$ cat src/rtl/core/sqlsplit_pkg.sv
`timescale 1ns / 1ps

package sqlsplit_pkg;

  localparam int SPACE_DEPTH = 32;
  localparam int SP_PTR_W    = (SPACE_DEPTH > 1) ? $clog2(SPACE_DEPTH) : 1;
  localparam int SP_CNT_W    = $clog2(SPACE_DEPTH + 1);
  localparam int SP_SUM_W    = SP_CNT_W + 1;

  localparam int CMD_SLOTS   = 3;
  localparam int SLOT_W      = 2;

  localparam int FIFO_DEPTH  = 4;
  localparam int FIFO_PTR_W  = 2;
  localparam int FIFO_CNT_W  = 3;

  localparam logic [7:0] CH_DASH   = 8'h2D;
  localparam logic [7:0] CH_SLASH  = 8'h2F;
  localparam logic [7:0] CH_STAR   = 8'h2A;
  localparam logic [7:0] CH_SEMI   = 8'h3B;
  localparam logic [7:0] CH_DQUOTE = 8'h22;
  localparam logic [7:0] CH_SQUOTE = 8'h27;
  localparam logic [7:0] CH_NL     = 8'h0A;
  localparam logic [7:0] CH_TAB    = 8'h09;
  localparam logic [7:0] CH_CR     = 8'h0D;
  localparam logic [7:0] CH_SPACE  = 8'h20;

  typedef enum logic [3:0] {
    LEX_NORMAL,
    LEX_DASH,
    LEX_SLASH,
    LEX_LINE,
    LEX_BLOCK,
    LEX_BLOCK_STAR,
    LEX_SQ,
    LEX_SQ_CLOSE,
    LEX_DQ,
    LEX_DQ_CLOSE
  } lex_mode_t;

  typedef enum logic {
    CMD_APPEND,
    CMD_END
  } cmd_kind_t;

  typedef struct packed {
    cmd_kind_t   kind;
    logic [7:0]  data;
    logic        last;
  } cmd_t;

  typedef enum logic [2:0] {
    TR_IDLE,
    TR_FETCH,
    TR_SPACE,
    TR_BYTE,
    TR_END
  } trim_state_t;

  function automatic logic is_space(input logic [7:0] c);
    return (c == CH_SPACE) || ((c >= CH_TAB) && (c <= CH_CR));
  endfunction

  function automatic cmd_t mk_cmd(input cmd_kind_t kind, input logic [7:0] data,
                                  input logic last);
    cmd_t r;
    r.kind = kind;
    r.data = data;
    r.last = last;
    return r;
  endfunction

endpackage

$ cat src/rtl/core/sqlsplit_if.sv
`timescale 1ns / 1ps

interface sqlsplit_in_if;
  logic       valid;
  logic       ready;
  logic [7:0] script_byte;
  logic       is_final;

  modport source (output valid, output script_byte, output is_final, input ready);
  modport sink   (input valid, input script_byte, input is_final, output ready);
endinterface

interface sqlsplit_out_if;
  logic       valid;
  logic       ready;
  logic [7:0] out_byte;
  logic       byte_valid;
  logic       statement_end;
  logic       trim_overflow;
  logic       last_result;

  modport source (output valid, output out_byte, output byte_valid, output statement_end,
                  output trim_overflow, output last_result, input ready);
  modport sink   (input valid, input out_byte, input byte_valid, input statement_end,
                  input trim_overflow, input last_result, output ready);
endinterface

$ cat src/rtl/core/sqlsplit_lexer.sv
`timescale 1ns / 1ps

module sqlsplit_lexer (
  input  logic                 clk,
  input  logic                 rst_n,
  sqlsplit_in_if.sink          in_chan,
  output logic                 push_valid,
  input  logic                 push_ready,
  output sqlsplit_pkg::cmd_t   push_cmd
);

  localparam int SLOT_W_L = sqlsplit_pkg::SLOT_W;

  sqlsplit_pkg::lex_mode_t mode_r, mode_nxt;
  logic                    started_r, started_nxt;
  logic [SLOT_W_L-1:0]     pend_r, pend_nxt;
  logic [SLOT_W_L-1:0]     idx_r, idx_nxt;
  sqlsplit_pkg::cmd_t      lst_r [sqlsplit_pkg::CMD_SLOTS];

  sqlsplit_pkg::lex_mode_t dec_mode;
  sqlsplit_pkg::cmd_t      dec_lst [sqlsplit_pkg::CMD_SLOTS];
  logic [SLOT_W_L-1:0]     dec_n;
  logic                    dec_st;
  logic                    do_norm;
  logic                    mid_seen;
  logic                    mid_st;
  logic [SLOT_W_L-1:0]     mid_idx;
  logic                    fin_st;
  logic [7:0]              c;
  logic                    accept;

  assign in_chan.ready = (pend_r == '0);
  assign accept        = in_chan.valid && in_chan.ready;
  assign push_valid    = (pend_r != '0);
  assign push_cmd      = lst_r[idx_r];
  assign c             = in_chan.script_byte;

  // byte decode into up to three commands
  always_comb begin
    dec_mode = mode_r;
    dec_n    = '0;
    dec_st   = started_r;
    do_norm  = 1'b0;
    mid_seen = 1'b0;
    mid_st   = 1'b0;
    mid_idx  = '0;
    fin_st   = 1'b0;
    for (int i = 0; i < sqlsplit_pkg::CMD_SLOTS; i++) begin
      dec_lst[i] = sqlsplit_pkg::mk_cmd(sqlsplit_pkg::CMD_END, 8'h00, 1'b0);
    end

    case (mode_r)
      sqlsplit_pkg::LEX_DASH: begin
        if (c == sqlsplit_pkg::CH_DASH) begin
          dec_mode = sqlsplit_pkg::LEX_LINE;
        end else begin
          dec_lst[dec_n] = sqlsplit_pkg::mk_cmd(sqlsplit_pkg::CMD_APPEND,
                                                sqlsplit_pkg::CH_DASH, 1'b0);
          dec_n  = dec_n + 1'b1;
          dec_st = 1'b1;
          do_norm = 1'b1;
        end
      end
      sqlsplit_pkg::LEX_SLASH: begin
        if (c == sqlsplit_pkg::CH_STAR) begin
          dec_mode = sqlsplit_pkg::LEX_BLOCK;
        end else begin
          dec_lst[dec_n] = sqlsplit_pkg::mk_cmd(sqlsplit_pkg::CMD_APPEND,
                                                sqlsplit_pkg::CH_SLASH, 1'b0);
          dec_n  = dec_n + 1'b1;
          dec_st = 1'b1;
          do_norm = 1'b1;
        end
      end
      sqlsplit_pkg::LEX_LINE: begin
        if (c == sqlsplit_pkg::CH_NL) begin
          dec_lst[dec_n] = sqlsplit_pkg::mk_cmd(sqlsplit_pkg::CMD_APPEND, c, 1'b0);
          dec_n    = dec_n + 1'b1;
          dec_mode = sqlsplit_pkg::LEX_NORMAL;
        end
      end
      sqlsplit_pkg::LEX_BLOCK: begin
        if (c == sqlsplit_pkg::CH_STAR) begin
          dec_mode = sqlsplit_pkg::LEX_BLOCK_STAR;
        end
      end
      sqlsplit_pkg::LEX_BLOCK_STAR: begin
        if (c == sqlsplit_pkg::CH_SLASH) begin
          dec_mode = sqlsplit_pkg::LEX_NORMAL;
        end else if (c != sqlsplit_pkg::CH_STAR) begin
          dec_mode = sqlsplit_pkg::LEX_BLOCK;
        end
      end
      sqlsplit_pkg::LEX_SQ: begin
        dec_lst[dec_n] = sqlsplit_pkg::mk_cmd(sqlsplit_pkg::CMD_APPEND, c, 1'b0);
        dec_n = dec_n + 1'b1;
        if (!sqlsplit_pkg::is_space(c)) begin
          dec_st = 1'b1;
        end
        if (c == sqlsplit_pkg::CH_SQUOTE) begin
          dec_mode = sqlsplit_pkg::LEX_SQ_CLOSE;
        end
      end
      sqlsplit_pkg::LEX_SQ_CLOSE: begin
        if (c == sqlsplit_pkg::CH_SQUOTE) begin
          dec_lst[dec_n] = sqlsplit_pkg::mk_cmd(sqlsplit_pkg::CMD_APPEND, c, 1'b0);
          dec_n    = dec_n + 1'b1;
          dec_st   = 1'b1;
          dec_mode = sqlsplit_pkg::LEX_SQ;
        end else begin
          do_norm = 1'b1;
        end
      end
      sqlsplit_pkg::LEX_DQ: begin
        dec_lst[dec_n] = sqlsplit_pkg::mk_cmd(sqlsplit_pkg::CMD_APPEND, c, 1'b0);
        dec_n = dec_n + 1'b1;
        if (!sqlsplit_pkg::is_space(c)) begin
          dec_st = 1'b1;
        end
        if (c == sqlsplit_pkg::CH_DQUOTE) begin
          dec_mode = sqlsplit_pkg::LEX_DQ_CLOSE;
        end
      end
      sqlsplit_pkg::LEX_DQ_CLOSE: begin
        if (c == sqlsplit_pkg::CH_DQUOTE) begin
          dec_lst[dec_n] = sqlsplit_pkg::mk_cmd(sqlsplit_pkg::CMD_APPEND, c, 1'b0);
          dec_n    = dec_n + 1'b1;
          dec_st   = 1'b1;
          dec_mode = sqlsplit_pkg::LEX_DQ;
        end else begin
          do_norm = 1'b1;
        end
      end
      default: begin
        do_norm = 1'b1;
      end
    endcase

    if (do_norm) begin
      dec_mode = sqlsplit_pkg::LEX_NORMAL;
      case (c)
        sqlsplit_pkg::CH_DASH: begin
          dec_mode = sqlsplit_pkg::LEX_DASH;
        end
        sqlsplit_pkg::CH_SLASH: begin
          dec_mode = sqlsplit_pkg::LEX_SLASH;
        end
        sqlsplit_pkg::CH_SQUOTE: begin
          dec_lst[dec_n] = sqlsplit_pkg::mk_cmd(sqlsplit_pkg::CMD_APPEND, c, 1'b0);
          dec_n    = dec_n + 1'b1;
          dec_st   = 1'b1;
          dec_mode = sqlsplit_pkg::LEX_SQ;
        end
        sqlsplit_pkg::CH_DQUOTE: begin
          dec_lst[dec_n] = sqlsplit_pkg::mk_cmd(sqlsplit_pkg::CMD_APPEND, c, 1'b0);
          dec_n    = dec_n + 1'b1;
          dec_st   = 1'b1;
          dec_mode = sqlsplit_pkg::LEX_DQ;
        end
        sqlsplit_pkg::CH_SEMI: begin
          mid_seen = 1'b1;
          mid_st   = dec_st;
          mid_idx  = dec_n;
          dec_lst[dec_n] = sqlsplit_pkg::mk_cmd(sqlsplit_pkg::CMD_END, 8'h00, 1'b0);
          dec_n  = dec_n + 1'b1;
          dec_st = 1'b0;
        end
        default: begin
          dec_lst[dec_n] = sqlsplit_pkg::mk_cmd(sqlsplit_pkg::CMD_APPEND, c, 1'b0);
          dec_n = dec_n + 1'b1;
          if (!sqlsplit_pkg::is_space(c)) begin
            dec_st = 1'b1;
          end
        end
      endcase
    end

    if (in_chan.is_final) begin
      // held dash or slash goes out as a plain byte
      if (dec_mode == sqlsplit_pkg::LEX_DASH) begin
        dec_lst[dec_n] = sqlsplit_pkg::mk_cmd(sqlsplit_pkg::CMD_APPEND,
                                              sqlsplit_pkg::CH_DASH, 1'b0);
        dec_n  = dec_n + 1'b1;
        dec_st = 1'b1;
      end else if (dec_mode == sqlsplit_pkg::LEX_SLASH) begin
        dec_lst[dec_n] = sqlsplit_pkg::mk_cmd(sqlsplit_pkg::CMD_APPEND,
                                              sqlsplit_pkg::CH_SLASH, 1'b0);
        dec_n  = dec_n + 1'b1;
        dec_st = 1'b1;
      end
      fin_st = dec_st;
      // last flag goes on the last end marker that really produces a result
      dec_lst[dec_n] = sqlsplit_pkg::mk_cmd(sqlsplit_pkg::CMD_END, 8'h00,
                                            fin_st || !(mid_seen && mid_st));
      dec_n = dec_n + 1'b1;
      if (!fin_st && mid_seen && mid_st) begin
        dec_lst[mid_idx].last = 1'b1;
      end
      dec_mode = sqlsplit_pkg::LEX_NORMAL;
      dec_st   = 1'b0;
    end
  end

  always_comb begin
    mode_nxt    = mode_r;
    started_nxt = started_r;
    pend_nxt    = pend_r;
    idx_nxt     = idx_r;
    if (accept) begin
      mode_nxt    = dec_mode;
      started_nxt = dec_st;
      pend_nxt    = dec_n;
      idx_nxt     = '0;
    end else if (push_valid && push_ready) begin
      pend_nxt = pend_r - 1'b1;
      idx_nxt  = idx_r + 1'b1;
    end
  end

  always_ff @(posedge clk) begin
    if (!rst_n) begin
      mode_r    <= sqlsplit_pkg::LEX_NORMAL;
      started_r <= 1'b0;
      pend_r    <= '0;
      idx_r     <= '0;
    end else begin
      mode_r    <= mode_nxt;
      started_r <= started_nxt;
      pend_r    <= pend_nxt;
      idx_r     <= idx_nxt;
    end
  end

  always_ff @(posedge clk) begin
    if (accept) begin
      lst_r <= dec_lst;
    end
  end

endmodule

$ cat src/rtl/core/sqlsplit_fifo.sv
`timescale 1ns / 1ps

module sqlsplit_fifo (
  input  logic                clk,
  input  logic                rst_n,
  input  logic                push_valid,
  output logic                push_ready,
  input  sqlsplit_pkg::cmd_t  push_cmd,
  output logic                pop_valid,
  input  logic                pop_ready,
  output sqlsplit_pkg::cmd_t  pop_cmd
);

  sqlsplit_pkg::cmd_t                    mem_r [sqlsplit_pkg::FIFO_DEPTH];
  logic [sqlsplit_pkg::FIFO_PTR_W-1:0]   wr_ptr_r, wr_ptr_nxt;
  logic [sqlsplit_pkg::FIFO_PTR_W-1:0]   rd_ptr_r, rd_ptr_nxt;
  logic [sqlsplit_pkg::FIFO_CNT_W-1:0]   cnt_r, cnt_nxt;
  logic                                  do_push;
  logic                                  do_pop;

  assign push_ready = (cnt_r != sqlsplit_pkg::FIFO_CNT_W'(sqlsplit_pkg::FIFO_DEPTH));
  assign pop_valid  = (cnt_r != '0);
  assign pop_cmd    = mem_r[rd_ptr_r];
  assign do_push    = push_valid && push_ready;
  assign do_pop     = pop_valid && pop_ready;

  always_comb begin
    wr_ptr_nxt = do_push ? wr_ptr_r + 1'b1 : wr_ptr_r;
    rd_ptr_nxt = do_pop ? rd_ptr_r + 1'b1 : rd_ptr_r;
    cnt_nxt    = cnt_r;
    if (do_push && !do_pop) begin
      cnt_nxt = cnt_r + 1'b1;
    end else if (do_pop && !do_push) begin
      cnt_nxt = cnt_r - 1'b1;
    end
  end

  always_ff @(posedge clk) begin
    if (!rst_n) begin
      wr_ptr_r <= '0;
      rd_ptr_r <= '0;
      cnt_r    <= '0;
    end else begin
      wr_ptr_r <= wr_ptr_nxt;
      rd_ptr_r <= rd_ptr_nxt;
      cnt_r    <= cnt_nxt;
    end
  end

  always_ff @(posedge clk) begin
    if (do_push) begin
      mem_r[wr_ptr_r] <= push_cmd;
    end
  end

endmodule

$ cat src/rtl/core/sqlsplit_trim.sv
`timescale 1ns / 1ps

module sqlsplit_trim (
  input  logic                clk,
  input  logic                rst_n,
  input  logic                pop_valid,
  output logic                pop_ready,
  input  sqlsplit_pkg::cmd_t  pop_cmd,
  sqlsplit_out_if.source      out_chan
);

  localparam int PTR_W = sqlsplit_pkg::SP_PTR_W;
  localparam int CNT_W = sqlsplit_pkg::SP_CNT_W;
  localparam int SUM_W = sqlsplit_pkg::SP_SUM_W;
  localparam int DEPTH = sqlsplit_pkg::SPACE_DEPTH;

  logic [7:0]               mem_r [DEPTH];
  logic [7:0]               rdata_r;

  sqlsplit_pkg::trim_state_t state_r, state_nxt;
  sqlsplit_pkg::cmd_t        cmd_r, cmd_nxt;
  logic                      started_r, started_nxt;
  logic [PTR_W-1:0]          head_r, head_nxt;
  logic [CNT_W-1:0]          cnt_r, cnt_nxt;

  logic                      out_valid_r, out_valid_nxt;
  logic [7:0]                out_byte_r, out_byte_nxt;
  logic                      byte_valid_r, byte_valid_nxt;
  logic                      end_r, end_nxt;
  logic                      ovf_r, ovf_nxt;
  logic                      last_r, last_nxt;

  logic                      out_free;
  logic                      mem_we;
  logic [PTR_W-1:0]          mem_waddr;
  logic [7:0]                mem_wdata;
  logic [SUM_W-1:0]          tail_sum;
  logic [PTR_W-1:0]          tail;
  logic [PTR_W-1:0]          head_inc;
  logic                      full;

  assign out_free  = !out_valid_r || out_chan.ready;
  assign pop_ready = (state_r == sqlsplit_pkg::TR_IDLE);
  assign full      = (cnt_r == CNT_W'(DEPTH));

  assign tail_sum = SUM_W'(head_r) + SUM_W'(cnt_r);
  assign tail     = (tail_sum >= SUM_W'(DEPTH)) ? PTR_W'(tail_sum - SUM_W'(DEPTH))
                                                : PTR_W'(tail_sum);
  assign head_inc = (head_r == PTR_W'(DEPTH - 1)) ? '0 : head_r + 1'b1;

  assign out_chan.valid         = out_valid_r;
  assign out_chan.out_byte      = out_byte_r;
  assign out_chan.byte_valid    = byte_valid_r;
  assign out_chan.statement_end = end_r;
  assign out_chan.trim_overflow = ovf_r;
  assign out_chan.last_result   = last_r;

  always_comb begin
    state_nxt = state_r;
    case (state_r)
      sqlsplit_pkg::TR_IDLE: begin
        if (pop_valid) begin
          if (pop_cmd.kind == sqlsplit_pkg::CMD_APPEND) begin
            if (sqlsplit_pkg::is_space(pop_cmd.data)) begin
              if (started_r && full) begin
                state_nxt = sqlsplit_pkg::TR_FETCH;
              end
            end else if (cnt_r != '0) begin
              state_nxt = sqlsplit_pkg::TR_FETCH;
            end else begin
              state_nxt = sqlsplit_pkg::TR_BYTE;
            end
          end else if (started_r || pop_cmd.last) begin
            state_nxt = sqlsplit_pkg::TR_END;
          end
        end
      end
      sqlsplit_pkg::TR_FETCH: begin
        state_nxt = sqlsplit_pkg::TR_SPACE;
      end
      sqlsplit_pkg::TR_SPACE: begin
        if (out_free) begin
          if (sqlsplit_pkg::is_space(cmd_r.data)) begin
            state_nxt = sqlsplit_pkg::TR_IDLE;
          end else if (cnt_r == CNT_W'(1)) begin
            state_nxt = sqlsplit_pkg::TR_BYTE;
          end else begin
            state_nxt = sqlsplit_pkg::TR_FETCH;
          end
        end
      end
      sqlsplit_pkg::TR_BYTE: begin
        if (out_free) begin
          state_nxt = sqlsplit_pkg::TR_IDLE;
        end
      end
      sqlsplit_pkg::TR_END: begin
        if (out_free) begin
          state_nxt = sqlsplit_pkg::TR_IDLE;
        end
      end
      default: begin
        state_nxt = sqlsplit_pkg::TR_IDLE;
      end
    endcase
  end

  always_comb begin
    cmd_nxt        = cmd_r;
    started_nxt    = started_r;
    head_nxt       = head_r;
    cnt_nxt        = cnt_r;
    out_valid_nxt  = out_valid_r && !out_chan.ready;
    out_byte_nxt   = out_byte_r;
    byte_valid_nxt = byte_valid_r;
    end_nxt        = end_r;
    ovf_nxt        = ovf_r;
    last_nxt       = last_r;
    mem_we         = 1'b0;
    mem_waddr      = tail;
    mem_wdata      = pop_cmd.data;

    case (state_r)
      sqlsplit_pkg::TR_IDLE: begin
        if (pop_valid) begin
          cmd_nxt = pop_cmd;
          if (pop_cmd.kind == sqlsplit_pkg::CMD_APPEND) begin
            if (sqlsplit_pkg::is_space(pop_cmd.data)) begin
              if (started_r && !full) begin
                mem_we  = 1'b1;
                cnt_nxt = cnt_r + 1'b1;
              end
            end else begin
              started_nxt = 1'b1;
            end
          end else if (!(started_r || pop_cmd.last)) begin
            cnt_nxt = '0;
          end
        end
      end
      sqlsplit_pkg::TR_SPACE: begin
        if (out_free) begin
          out_valid_nxt  = 1'b1;
          out_byte_nxt   = rdata_r;
          byte_valid_nxt = 1'b1;
          end_nxt        = 1'b0;
          ovf_nxt        = sqlsplit_pkg::is_space(cmd_r.data);
          last_nxt       = 1'b0;
          head_nxt       = head_inc;
          if (sqlsplit_pkg::is_space(cmd_r.data)) begin
            // oldest slot is freed and takes the new byte
            mem_we    = 1'b1;
            mem_waddr = head_r;
            mem_wdata = cmd_r.data;
          end else begin
            cnt_nxt = cnt_r - 1'b1;
          end
        end
      end
      sqlsplit_pkg::TR_BYTE: begin
        if (out_free) begin
          out_valid_nxt  = 1'b1;
          out_byte_nxt   = cmd_r.data;
          byte_valid_nxt = 1'b1;
          end_nxt        = 1'b0;
          ovf_nxt        = 1'b0;
          last_nxt       = 1'b0;
        end
      end
      sqlsplit_pkg::TR_END: begin
        if (out_free) begin
          out_valid_nxt  = 1'b1;
          out_byte_nxt   = 8'h00;
          byte_valid_nxt = 1'b0;
          end_nxt        = started_r;
          ovf_nxt        = 1'b0;
          last_nxt       = cmd_r.last;
          started_nxt    = 1'b0;
          cnt_nxt        = '0;
        end
      end
      default: begin
        cmd_nxt = cmd_r;
      end
    endcase
  end

  always_ff @(posedge clk) begin
    if (!rst_n) begin
      state_r     <= sqlsplit_pkg::TR_IDLE;
      started_r   <= 1'b0;
      head_r      <= '0;
      cnt_r       <= '0;
      out_valid_r <= 1'b0;
    end else begin
      state_r     <= state_nxt;
      started_r   <= started_nxt;
      head_r      <= head_nxt;
      cnt_r       <= cnt_nxt;
      out_valid_r <= out_valid_nxt;
    end
  end

  always_ff @(posedge clk) begin
    cmd_r        <= cmd_nxt;
    out_byte_r   <= out_byte_nxt;
    byte_valid_r <= byte_valid_nxt;
    end_r        <= end_nxt;
    ovf_r        <= ovf_nxt;
    last_r       <= last_nxt;
  end

  always_ff @(posedge clk) begin
    if (mem_we) begin
      mem_r[mem_waddr] <= mem_wdata;
    end
    rdata_r <= mem_r[head_r];
  end

  a_cnt_bound: assert property (@(posedge clk) disable iff (!rst_n)
    cnt_r <= CNT_W'(DEPTH))
    else $error("trailing space count above depth");

  a_end_clears: assert property (@(posedge clk) disable iff (!rst_n)
    (state_r == sqlsplit_pkg::TR_END && out_free) |=> (!started_r && cnt_r == '0))
    else $error("statement end left trailing state behind");

  a_byte_or_end: assert property (@(posedge clk) disable iff (!rst_n)
    out_valid_r |-> !(byte_valid_r && end_r))
    else $error("result carries both a byte and an end marker");

  a_ovf_space: assert property (@(posedge clk) disable iff (!rst_n)
    (out_valid_r && ovf_r) |-> (byte_valid_r && sqlsplit_pkg::is_space(out_byte_r)))
    else $error("overflow flag on a non-whitespace result");

endmodule

$ cat src/rtl/core/sql_statement_splitter_top.sv
`timescale 1ns / 1ps

// sql statement splitter
// in_chan: one script byte per transfer, is_final on the last byte of a script.
// out_chan: one result per transfer: a statement byte (byte_valid), a statement
// end marker (statement_end), trim_overflow on a whitespace byte pushed out of
// a full trailing buffer, and last_result on the final result of a script.
// the lexer takes a byte and then pushes each command it derives (up to three)
// before it takes the next byte; a comment byte derives none.
// commands pass a 4-entry queue to the trim unit, which pops each command and
// outputs each plain byte or end marker from a state of its own, only buffers
// whitespace that may be trailing, and when a statement resumes sends each
// buffered whitespace byte through a fetch and a space state, since each one is
// read from the 32-entry buffer memory with a registered read. a result passes
// the lexer commands, the queue and the trim unit before its output register.
// reset clears the lexer, the queue, the trim unit and the output register;
// the whitespace buffer needs no clearing.
// when the receiver stalls, the output register holds its result, the trim
// unit and queue fill, and in_chan.ready drops once the lexer cannot push.

module sql_statement_splitter_top (
  input  logic            clk,
  input  logic            rst_n,
  sqlsplit_in_if.sink     in_chan,
  sqlsplit_out_if.source  out_chan
);

  logic               lx_valid;
  logic               lx_ready;
  sqlsplit_pkg::cmd_t lx_cmd;
  logic               q_valid;
  logic               q_ready;
  sqlsplit_pkg::cmd_t q_cmd;

  sqlsplit_lexer u_lexer (
    .clk        (clk),
    .rst_n      (rst_n),
    .in_chan    (in_chan),
    .push_valid (lx_valid),
    .push_ready (lx_ready),
    .push_cmd   (lx_cmd)
  );

  sqlsplit_fifo u_fifo (
    .clk        (clk),
    .rst_n      (rst_n),
    .push_valid (lx_valid),
    .push_ready (lx_ready),
    .push_cmd   (lx_cmd),
    .pop_valid  (q_valid),
    .pop_ready  (q_ready),
    .pop_cmd    (q_cmd)
  );

  sqlsplit_trim u_trim (
    .clk        (clk),
    .rst_n      (rst_n),
    .pop_valid  (q_valid),
    .pop_ready  (q_ready),
    .pop_cmd    (q_cmd),
    .out_chan   (out_chan)
  );

endmodule

$ cat src/flat_wrapper.sv
// flat-port wrapper written by rule: the top's interface ports become plain ports
module sql_statement_splitter_top_flat 
  (clk, rst_n, in_chan_valid, in_chan_script_byte, in_chan_is_final, in_chan_ready, out_chan_valid, out_chan_out_byte, out_chan_byte_valid, out_chan_statement_end, out_chan_trim_overflow, out_chan_last_result, out_chan_ready);
  sqlsplit_in_if in_chan_i ();
  sqlsplit_out_if out_chan_i ();
  input  logic clk;
  input  logic rst_n;
  input wire logic [$bits(in_chan_i.valid)-1:0] in_chan_valid;
  input wire logic [$bits(in_chan_i.script_byte)-1:0] in_chan_script_byte;
  input wire logic [$bits(in_chan_i.is_final)-1:0] in_chan_is_final;
  output wire logic [$bits(in_chan_i.ready)-1:0] in_chan_ready;
  output wire logic [$bits(out_chan_i.valid)-1:0] out_chan_valid;
  output wire logic [$bits(out_chan_i.out_byte)-1:0] out_chan_out_byte;
  output wire logic [$bits(out_chan_i.byte_valid)-1:0] out_chan_byte_valid;
  output wire logic [$bits(out_chan_i.statement_end)-1:0] out_chan_statement_end;
  output wire logic [$bits(out_chan_i.trim_overflow)-1:0] out_chan_trim_overflow;
  output wire logic [$bits(out_chan_i.last_result)-1:0] out_chan_last_result;
  input wire logic [$bits(out_chan_i.ready)-1:0] out_chan_ready;
  assign in_chan_i.valid = in_chan_valid;
  assign in_chan_i.script_byte = in_chan_script_byte;
  assign in_chan_i.is_final = in_chan_is_final;
  assign in_chan_ready = in_chan_i.ready;
  assign out_chan_valid = out_chan_i.valid;
  assign out_chan_out_byte = out_chan_i.out_byte;
  assign out_chan_byte_valid = out_chan_i.byte_valid;
  assign out_chan_statement_end = out_chan_i.statement_end;
  assign out_chan_trim_overflow = out_chan_i.trim_overflow;
  assign out_chan_last_result = out_chan_i.last_result;
  assign out_chan_i.ready = out_chan_ready;
  sql_statement_splitter_top u_core (.clk(clk), .rst_n(rst_n), .in_chan(in_chan_i), .out_chan(out_chan_i));
endmodule
$ cat config.mk
export PLATFORM = sky130hd
export DESIGN_NAME = sql_statement_splitter_top_flat
export DESIGN_NICKNAME = d
export VERILOG_FILES = /design/src/rtl/core/sqlsplit_pkg.sv /design/src/rtl/core/sqlsplit_if.sv /design/src/rtl/core/sqlsplit_lexer.sv /design/src/rtl/core/sqlsplit_fifo.sv /design/src/rtl/core/sqlsplit_trim.sv /design/src/rtl/core/sql_statement_splitter_top.sv /design/src/flat_wrapper.sv
export SDC_FILE = /design/constraint.sdc
export NUM_CORES = 1
export LEC_CHECK = 0
export BUFFER_PORTS_ARGS = -buffer_cell sky130_fd_sc_hd__buf_4
export CORE_MARGIN = 3
export CORE_UTILIZATION = 40
export DETAILED_ROUTE_END_ITERATION = 8
export PLACE_DENSITY = 0.52
export SLEW_MARGIN = 10
export SYNTH_ARGS = -nofsm -noshare
export SYNTH_HDL_FRONTEND = slang
export SYNTH_SLANG_ARGS = --single-unit
export TNS_END_PERCENT = 1
$ cat constraint.sdc
create_clock -name clk -period 6.3 [get_ports clk]
set_input_delay 0 -clock clk [delete_from_list [all_inputs] [get_ports clk]]
set_output_delay 0 -clock clk [all_outputs]
set_load 0.02 [all_outputs]
---- Word level (Yosys, flattened, before mapping) ----
Memory sizes are Yosys's and may differ from the RTL's. A register that Yosys moved wholly into a read port is not among the register bits.
Index checks and enable logic that the tools add are counted.
Widths: inputs -> output; s select.
storage, ports and cells
  register bits after elaboration ......... 83
  memories kept ........................... 2
  output and inout port bits .............. 14
  input bits .............................. 13
  bits in writable memories ............... 296
  word-level logic and storage cells ...... 319
memories
  memory               depth  width  rd ports  clocked after Yosys merged registers in  write ports  line                 source
  u_core.u_trim.mem_r  32     8      1         1                                        1            sqlsplit_trim.sv:17  logic [7:0] mem_r [DEPTH];
  u_core.u_fifo.mem_r  4      10     1         1                                        1            sqlsplit_fifo.sv:14  sqlsplit_pkg::cmd_t mem_r [sqlsplit_pkg::FIFO_DEPTH];
cells by class
  order comparisons ....................... 16
  reductions and logical operators ........ 59
  add/subtract/negate cells ............... 14
  bitwise logic cells ..................... 15
  equal/unequal tests ..................... 44
  mux-type cells .......................... 141
operators by type and width
  cell                count
  $mux 30             6
  $mux 10             10
  $bwmux 30           3
  $demux 10 s2        4
  $eq 8x6->1 const B  9
  $pmux 10 s6         1
  $pmux 30 s2         1
  $mux 4              12
  $mux 6              8
  $mux 8              6
  $mux 1              45
  $pmux 4 s9          1
  $mux 2              15
  $and 27x27->27      1
  $mux 3              9
  $not 27->27         1
  $mux 5              5
  $ge 8x4->1 const B  3
  $le 8x4->1 const B  3
  $pmux 8 s3          1
  $bmux 10 s2         1
  $and 18x18->18      1
  $logic_and 1x1->1   18
  $not 18->18         1
  57 further kinds    124

---- Depth between registers and ports, before layout ----
  depth in word-level cells ............... 20
  gate-level depth with buffers ........... 18
  gate-level depth less buffers ........... 16

---- Modules after synthesis ----
From an unflattened synthesis, not the netlist that was laid out.
second synthesis, totals
  cells, all modules ...................... 1096
  area, all modules ....................... 17237.8 um2
by module, submodules not included
  module          area an instance (um2)  sequential area each (um2)  instances  cells each
  sqlsplit_trim   12738.5                 8798.4                      1          708
  sqlsplit_lexer  2553.7                  900.9                       1          288
  sqlsplit_fifo   1945.6                  1381.3                      1          100

---- Worst setup path after synthesis ----
OpenSTA, ideal clock, no wires.
  path kind ............................... input to register
  from .................................... input port in_chan_script_byte[4]
  to ...................................... register u_core.u_lexer.lst_r[23] (netlist bit), data pin
  data arrival time ....................... 3608 ps
  required time ........................... 6034 ps
  slack ................................... 2426 ps
  buffers on the path ..................... 1
  library setup time ...................... 266 ps
  cell stages on the path ................. 17
  path through ............................ or4b_4 -> or4b_4 -> a31oi_2 -> nand2b_1 -> nor2_1 -> inv_1 -> ha_1 -> o21ai_1 -> and2_1 -> buf_4 -> ha_1 -> mux2i_1 -> ha_1 -> and2_0 -> nor2_1 -> a31oi_1 -> o21ai_0
RTL lines
  item                  line                   source
  from (decl)           flat_wrapper.sv:9      input wire logic [$bits(in_chan_i.script_byte)-1:0] in_chan_script_byte;
  to (signal assigned)  sqlsplit_lexer.sv:236  lst_r <= dec_lst;
  to (decl)             sqlsplit_lexer.sv:18   sqlsplit_pkg::cmd_t lst_r [sqlsplit_pkg::CMD_SLOTS];

==> summary.txt <==
Clock network
  – H-tree levels: 2
  – Root buf cell: clkbuf_16
  – Longest Clk Path Bufs: 3
  – Cts hold-fix bufs: 12
  – Post CTS Setup Buffer Count: 0
  – Num CTS Buffers: 42
  – Worst skew pair latency: 0.57 ns
  – Cts repair resizes: 0
  – CTS tree: built
  – Clock slew seen by the registers of the worst setup and hold paths: 0.06 ns
  – Clock Sinks: 383

Synthesis
  – Post-synthesis sequential area ratio: 0.659
  – Post-synthesis simple-gate area fraction: 0.0827
  – Yosys top cell by area: edfxtp_1
  – Ys flop type: edfxtp_1
  – Syn avg cell area: 15.9 sq um
  – Mapped Nets: 1096
  – Post-Synthesis Cells: 1058
  – Post-synthesis compound-gate area fraction: 0.0706
  – FFs w/ async S/R, synth: 0
  – Share of the synthesized area in the top cell type: 0.609
  – Top-count cell post-synth: edfxtp_1
  – Cell area after synthesis: 16800 sq um
  – Number of synthesized flops with an enable pin: 341
  – Synth Area in XOR/XNOR: 0.00782
  – Synth cell types: 97
  – Top cell types by occurrence after synthesis: edfxtp_1, mux4_2, nor2_1
  – Yosys reg bits: 383
  – Multiplexer area fraction after synthesis: 0.140
  – Top post-synthesis cells by area: edfxtp_1, mux4_2, dfxtp_1
  – Post-synthesis adder-cell area fraction: 0.0195
  – Combinational family with the most area after synthesis: multiplexers
  – Synth Warn #: 0

Power
  – Net Switching: 2490 uW
  – Sw frac: 0.311
  – Clk pwr share: 0.294
  – Internal power: 5510 uW
  – LEAKAGE: 0.00605 uW
  – VDD IR max: 0.241 mV
  – Gate power share: 0.243
  – PD cells: 423 nW/um^2
  – Flop pwr share: 0.464

Worst setup path
  – Crit path largest cell delay: 0.55 ns
  – RR Endpoint: u_core.u_lexer.lst_r[23]$_DFFE_PP_
  – RR Startpoint: u_core.u_lexer.mode_r[1]$_SDFFE_PN0P_
  – Startpoint types: input port
  – Worst Path Arrival: 4.73 ns
  – Slowest cell on the critical path: or4b_4
  – Worst Path Buf+Inv: 3
  – Critical path destination: u_core.u_lexer.lst_r[23]$_DFFE_PP_
  – Cells along the critical path: dlygate4sd3_1 -> buf_4 -> or4b_4 -> or4b_4 -> a31oi_2 -> nand2b_1 -> nor2_1 -> inv_1 -> ha_1 -> o21ai_1 -> and2_1 -> ha_1 -> mux2i_1 -> ha_1 -> and2_0 -> nor2_1 -> a31oi_1 -> o21ai_0
  – Depth of the worst register-to-register path: 16
  – Cell repeated most along the worst path: ha_1
  – Crit-path leading delay family: simple AND/OR/NAND/NOR gates
  – Critical Path Fanout Max: 7
  – FF-to-FF setup slack: 1.98 ns
  – CP endpoint kind: flop
  – Crit Path Class: in2reg
  – Beginning of the critical path: in_chan_script_byte[4]
  – CP Depth: 18
  – Worst EP required: 6.59 ns

STA
  – Relative slew slack: 0.329
  – Period utilisation layout: 0.705
  – Peak Freq: 225 MHz
  – Fin Setup TNS: 0 ns
  – Slew Viols, Final: 0
  – Slew @ Worst Pin: 1.01 ns
  – Hold Violations, Final: 0
  – Worst Skew: 0.0239 ns
  – Setup violators final: 0
  – Worst setup margin: 1.86 ns
  – Min cycle time layout: 4.44 ns
  – RSZ-0062 raised after global routing: no

Min path
  – Hold crit path type: in2reg
  – Hold Path Depth: 3

Floorplan
  – Initial Util: 0.408
  – Die X: 211 um
  – Die area: 44500 sq um
  – FP Rows: 74
  – Core Footprint: 41200 sq um
  – Io pins: 27
  – Die H: 211 um

Routing
  – Iter 0 DRT Violations: 742
  – Final antenna-violating net count: 0
  – Drt pass-1 iters: 5
  – Routed WL per cell: 22.6 um
  – Via density: 5.57
  – Via count: 9233
  – Routed WL: 37.5 mm
  – DRC errors left: 0

GRT
  – Routing usage on met3: 0.0245
  – Initial antenna violation count: 2
  – Grt met1 use: 0.241
  – Largest net degree at the start of global routing: 52
  – Vias in the first global route: 9383
  – GR peak layer: met2
  – Congestion Overflow GR: 0
  – Gr usage total: 0.171
  – First-pass GRT wire length: 57.7 mm
  – Met2 usage: 0.278

Layout
  – Fillers: 3526
  – Synth-to-Final Area Change: 12.6%
  – Ant diodes: 0
  – Layout cells sized above 1: 0.215
  – Post-route cell area: 18900 sq um
  – Nets: 1131

Placed design
  – Gpl congestion: 0.841
  – DP Worst Slack: 1.87 ns
  – IO Port Bufs: 26
  – DP Wirelength: 24.1 mm
  – Dpl cell area: 17500 sq um

Flow run
  – Maxcap violations: 0

Status
  – Status: finished clean
stage by stage:
stage	hold slack [ns]	utilization	instances	power (uW)
3_5_place_dp	0.351	0.425	1569	5730
3_3_place_gp	0.349	0.425	1569	5700
5_1_grt	0.336	0.460	1659	8420
6_report	0.341	0.460	1659	8000
4_1_cts	0.300	0.460	1659	8100
2_1_floorplan	0.202	-	1058	5000
worst reg2reg max path: stages (launching register included):
cell and delay [ns]:
dfxtp_1 0.52, or4b_2 0.64, a21oi_1 0.31, a31oi_2 0.16
nand2b_1 0.19, nor2_1 0.08, inv_1 0.12, ha_1 0.24
o21ai_1 0.10, and2_1 0.29, ha_1 0.29, mux2i_1 0.20
ha_1 0.28, and2_0 0.31, nor2_1 0.11, a31oi_1 0.14
o21ai_0 0.09
flip-flops by register name, summed over array words and instances (netlist names), 3 cells and up, named ones only:
register                         flops
u_core.u_trim.cnt_r                  6
u_core.u_trim.state_r                3
u_core.u_fifo.cnt_r                  3
u_core.u_trim.cmd_r                  9
u_core.u_trim.out_chan.out_byte      8
u_core.u_trim.rdata_r                8
u_core.u_trim.head_r                 5
u_core.u_lexer.mode_r                4
u_core.u_trim.mem_r                256
u_core.u_fifo.mem_r                 40
u_core.u_lexer.lst_r                24
metal layers:
| layer | vias to the layer above | part of all wire |
|---|---|---|
| met5 | - | 0 |
| met4 | 0 | 0.021 |
| met3 | 47 | 0.040 |
| met2 | 232 | 0.48 |
| met1 | 4673 | 0.45 |
| li1 | 4281 | - |
cells in the final DEF, fill, tap and decap left out, drive strengths merged, types with 9 or more instances in the layout:
master	count
nand2b	10
ha	23
and3	11
inv	24
o21ai	29
dlygate4sd3	12
and2	15
buf	38
mux2i	16
o211ai	9
o22ai	11
mux4	90
nand3	12
nor3	14
xnor2	9
mux2	14
nor2	85
clkbuf	50
edfxtp	341
nand2	68
dfxtp	42
a21oi	44
clkinv	22
power groups by stage:
stage,Combinational (uW),Sequential [uW],Clock [uW]
6_report,1940,3710,2350
3_3_place_gp,1930,3770,0
3_5_place_dp,1960,3770,0
5_1_grt,2150,3750,2520
4_1_cts,1970,3720,2420
2_1_floorplan,1350,3650,0
cell type report:
class	count	area, sq um	share of cell area
flip-flops and latches	383	11100	0.586
multi-input cells	595	5390	0.285
repair buffers	50	405	0.0214
clock buffers	50	1080	0.0571
clock inverters	28	226	0.0120
well taps	532	666	0.0352
inverters	21	78.8	0.00416
worst min path at each step:
stage	startpoint	end	slack (ns)
floorplan	rst_n	u_core.u_trim.state_r[1]$_SDFFE_PN0P_	0.20
global placement	rst_n	u_core.u_trim.cnt_r[0]$_SDFFE_PN0P_	0.35
detailed placement	rst_n	u_core.u_trim.cnt_r[0]$_SDFFE_PN0P_	0.35
CTS	rst_n	u_core.u_trim.cnt_r[0]$_SDFFE_PN0P_	0.30
global route	rst_n	u_core.u_trim.cnt_r[2]$_SDFFE_PN0P_	0.34
finish	rst_n	u_core.u_trim.cnt_r[0]$_SDFFE_PN0P_	0.34
logic make-up after synthesis:
family | Yosys count
DFF | 383
muxes | 120
adders and majority gates | 25
xor gates and xnor gates | 15
buffers and inverters | 80
and+or+nand+nor | 271
AOI/OAI and AO/OA | 164
No activity file was read; power rests on OpenSTA's default activity.
